File: config.mk
export PLATFORM = sky130hd
export DESIGN_NAME = nrtp_ram
export DESIGN_NICKNAME = d
export VERILOG_FILES = /design/src/hw/rtl/nrtp_ram.sv
export SDC_FILE = /design/constraint.sdc
export NUM_CORES = 1
export LEC_CHECK = 0
export BUFFER_PORTS_ARGS = -buffer_cell sky130_fd_sc_hd__buf_2
export CAP_MARGIN = 10
export CORE_MARGIN = 4
export CORE_UTILIZATION = 40
export CTS_BUF_LIST = sky130_fd_sc_hd__clkbuf_4 sky130_fd_sc_hd__clkbuf_8
export DETAILED_ROUTE_END_ITERATION = 6
export SLEW_MARGIN = 30
export SYNTH_ARGS = -nofsm -noshare
export SYNTH_HDL_FRONTEND = slang
export SYNTH_SLANG_ARGS = --single-unit
File: constraint.sdc
create_clock -name clk -period 2.4 [get_ports clk]
set_input_delay 0.12 -clock clk [delete_from_list [all_inputs] [get_ports clk]]
set_output_delay 0.12 -clock clk [all_outputs]
set_load 0.02 [all_outputs]
File: src/hw/rtl/nrtp_ram.sv
// Generic single-write, single-read synchronous RAM with registered read.
module nrtp_ram #(
	parameter int WIDTH = 8,
	parameter int DEPTH = 16
) (
	input  logic                                      clk,
	input  logic                                      we,
	input  logic [((DEPTH > 1) ? $clog2(DEPTH) : 1)-1:0] waddr,
	input  logic [WIDTH-1:0]                          wdata,
	input  logic                                      re,
	input  logic [((DEPTH > 1) ? $clog2(DEPTH) : 1)-1:0] raddr,
	output logic [WIDTH-1:0]                          rdata
);

	logic [WIDTH-1:0] mem [DEPTH];

	// write port
	always_ff @(posedge clk) begin
		if (we) begin
			mem[waddr] <= wdata;
		end
	end

	// read port, data held until the next read
	always_ff @(posedge clk) begin
		if (re) begin
			rdata <= mem[raddr];
		end
	end

endmodule

==> flow_metrics.tcl <==
set metrics [dict create \
    ys_types 18 \
    status "finished, final reports clean" \
    layout_min_cycle_time_ns 1.50 \
    drc 0 \
    power_uw 4760 \
    layout_common_cells "edfxtp_1 (136), buf_2 (26), buf_4 (19)" \
    ant_nets 0 \
    rsz0062_at_grt "false" \
    skew_ns 0.00712 \
    area_delta_synth_final_pct 15.5 \
    routed_wl_um 9780 \
    drtIter0Drc 158 \
    ys_warn_count 0 \
    post-cts-setup-buffers 0 \
    vias 2419 \
    grtUsageTotal_pct 14.4 \
    synth_area_um2 5230 \
    insertion_delay_ns 0.41 \
    post_drt_wl_per_cell_um 20.9 \
    io_pins 27 \
    setup_tns_ns 0 \
    p_leak_uw 0.00203 \
    die_y_um 122 \
    dp_hpwl_um 6390 \
    critPathTopFamily "multiplexers" \
    final_nets 303 \
    post_cts_resized 0 \
    maxSlewViolCount 0 \
    hold_path_class "input pin to register" \
    cts_num_sinks 136 \
    slew_headroom_pct 56.1 \
    grt_max_degree 33 \
    firstDrtPassIters 4 \
    maxCapViolations 0 \
    ctsHoldBuffers 0 \
    core_um2 12700 \
    synth_area_leaders "edfxtp_1 (78%), mux4_2 (7.8%), mux4_1 (7.0%), a22oi_1 (2.3%), nor2_1 (0.93%)" \
    synth-seq-cells 136 \
    gr-total-overflow 0 \
    ir_drop_v 0.000291 \
    crit_path_end_kind "register" \
    finalHoldViolations 0 \
    power_density_nw_per_um2 788 \
    htreeDepth 4 \
    yosysTopAreaCellShare_pct 78.1 \
    crit_buf_inv 0 \
    initial_utilization_pct 41.1 \
    grt_pass1_wl_um 15100 \
    cts_tree "yes" \
    syn-num-nets 248 \
    cp.arrival_ns 1.66 \
    antenna_found_initial 0 \
    cts-buffers-inserted 17 \
    max-clock-path-buffers 2 \
    setup_viol 0 \
    rows 41 \
    fill_cells 1092 \
    vias_per_cell 5.16 \
    required_ns 2.56 \
    clk_pin_slew_ns 0.07 \
    worstHoldStart "wdata[5]" \
    worstMarginPinSlew_ns 0.656 \
    clock-root-buffer "clkbuf_8" \
    grt_pass1_vias 2594 \
    die-area_um2 15000 \
    final_common_cell "edfxtp_1" \
    worst_setup_path_start_kind "register" \
    diodes 0 \
    crit_type "register to register" \
    worstPathCellList "mux4_1 > a22oi_1 > nand2_1" \
    io_buffers 26 \
    finalCritPeriodShare_pct 62.4 \
    ys_seq_area_share_pct 78.1 \
    clock.fmax_mhz 667 \
    die_w_um 122 \
    synth_top_area_cell "edfxtp_1" \
    r2r_start "mem[1][3]$_DFFE_PP_" \
    synth_cells 229 \
    layout-drive-gt1-share_pct 32.0 \
    crit_slowest_cell "mux4_1" \
    critPathLaunch "mem[1][3]$_DFFE_PP_" \
    max_stage_delay_ns 0.52 \
    path_max_fanout 1 \
    gp_congestion 0.708 \
    synth_area_per_cell_um2 22.8 \
]
sequential cells by signal (all words and copies together) (netlist names):
register,count
rdata,8
mem,128
where the power goes:
part	leakage [µW]	internal (µW)	switching, µW	total [µW]
Clock	0.000209	1040	775	1820
Combinational	0.000584	103	149	252
Sequential	0.00124	2670	15.0	2690
routing by layer:
metal / vias up / global-route usage (%) / wire length (µm)
li1: 1089 / - / -
met1: 1252 / 19.5 / 4350
met2: 69 / 22.3 / 4690
met3: 9 / 3.92 / 613
met4: 0 / 5.67 / 127
met5: - / 0 / 0
path summary, 6_finish.rpt:
check	to	slack, ns	depth (start not counted)
worst min register to register	rdata[6]$_DFFE_PP_	0.74	3
worst max register to register	rdata[3]$_DFFE_PP_	0.90	3
worst max-delay path	rdata[3]$_DFFE_PP_	0.90	3
worst min-delay path	mem[0][5]$_DFFE_PP_	0.09	1
per-stage QoR:
stage	util (%)	instances	hold slack, ns	cell area [µm²]	setup WS [ns]
3_5_place_dp	44.4	437	0.519	5650	0.645
3_3_place_gp	44.4	437	0.508	5650	0.653
4_1_cts	47.5	469	0.0593	6040	0.864
2_1_floorplan	-	229	0.219	5230	0.787
5_1_grt	47.5	469	0.0510	6040	0.863
6_report	47.5	469	0.0875	6040	0.902
final cells by class:
type                            count  area (µm²)  share of cell area [%]
Sequential cell                   136        4080                    67.6
Multi-Input combinational cell     83        1060                    17.5
Timing Repair Buffer               46         293                    4.85
Clock buffer                       20         256                    4.25
Tap cell                          172         215                    3.56
Clock inverter                     12         133                    2.20
cells by family after synthesis:
kind of cell	count (synthesis)	synth area share (%)
flip-flops	136	78.1
AND/OR/NAND/NOR	35	3.14
multiplexers	32	14.8
AO/OA/AOI/OAI	16	2.30
buffers and inverters	10	1.65
synth_stat cells, drive strengths merged:
cell type,number
nand3b,2
nand2b,2
nand2,9
mux4,32
nand3,1
buf,7
a22oi,16
nor2,13
or3b,1
and2,1
clkdlybuf4s25,3
and2b,1
nor3,4
nor2b,1
edfxtp,136
Power figures use the tool's default switching activity.
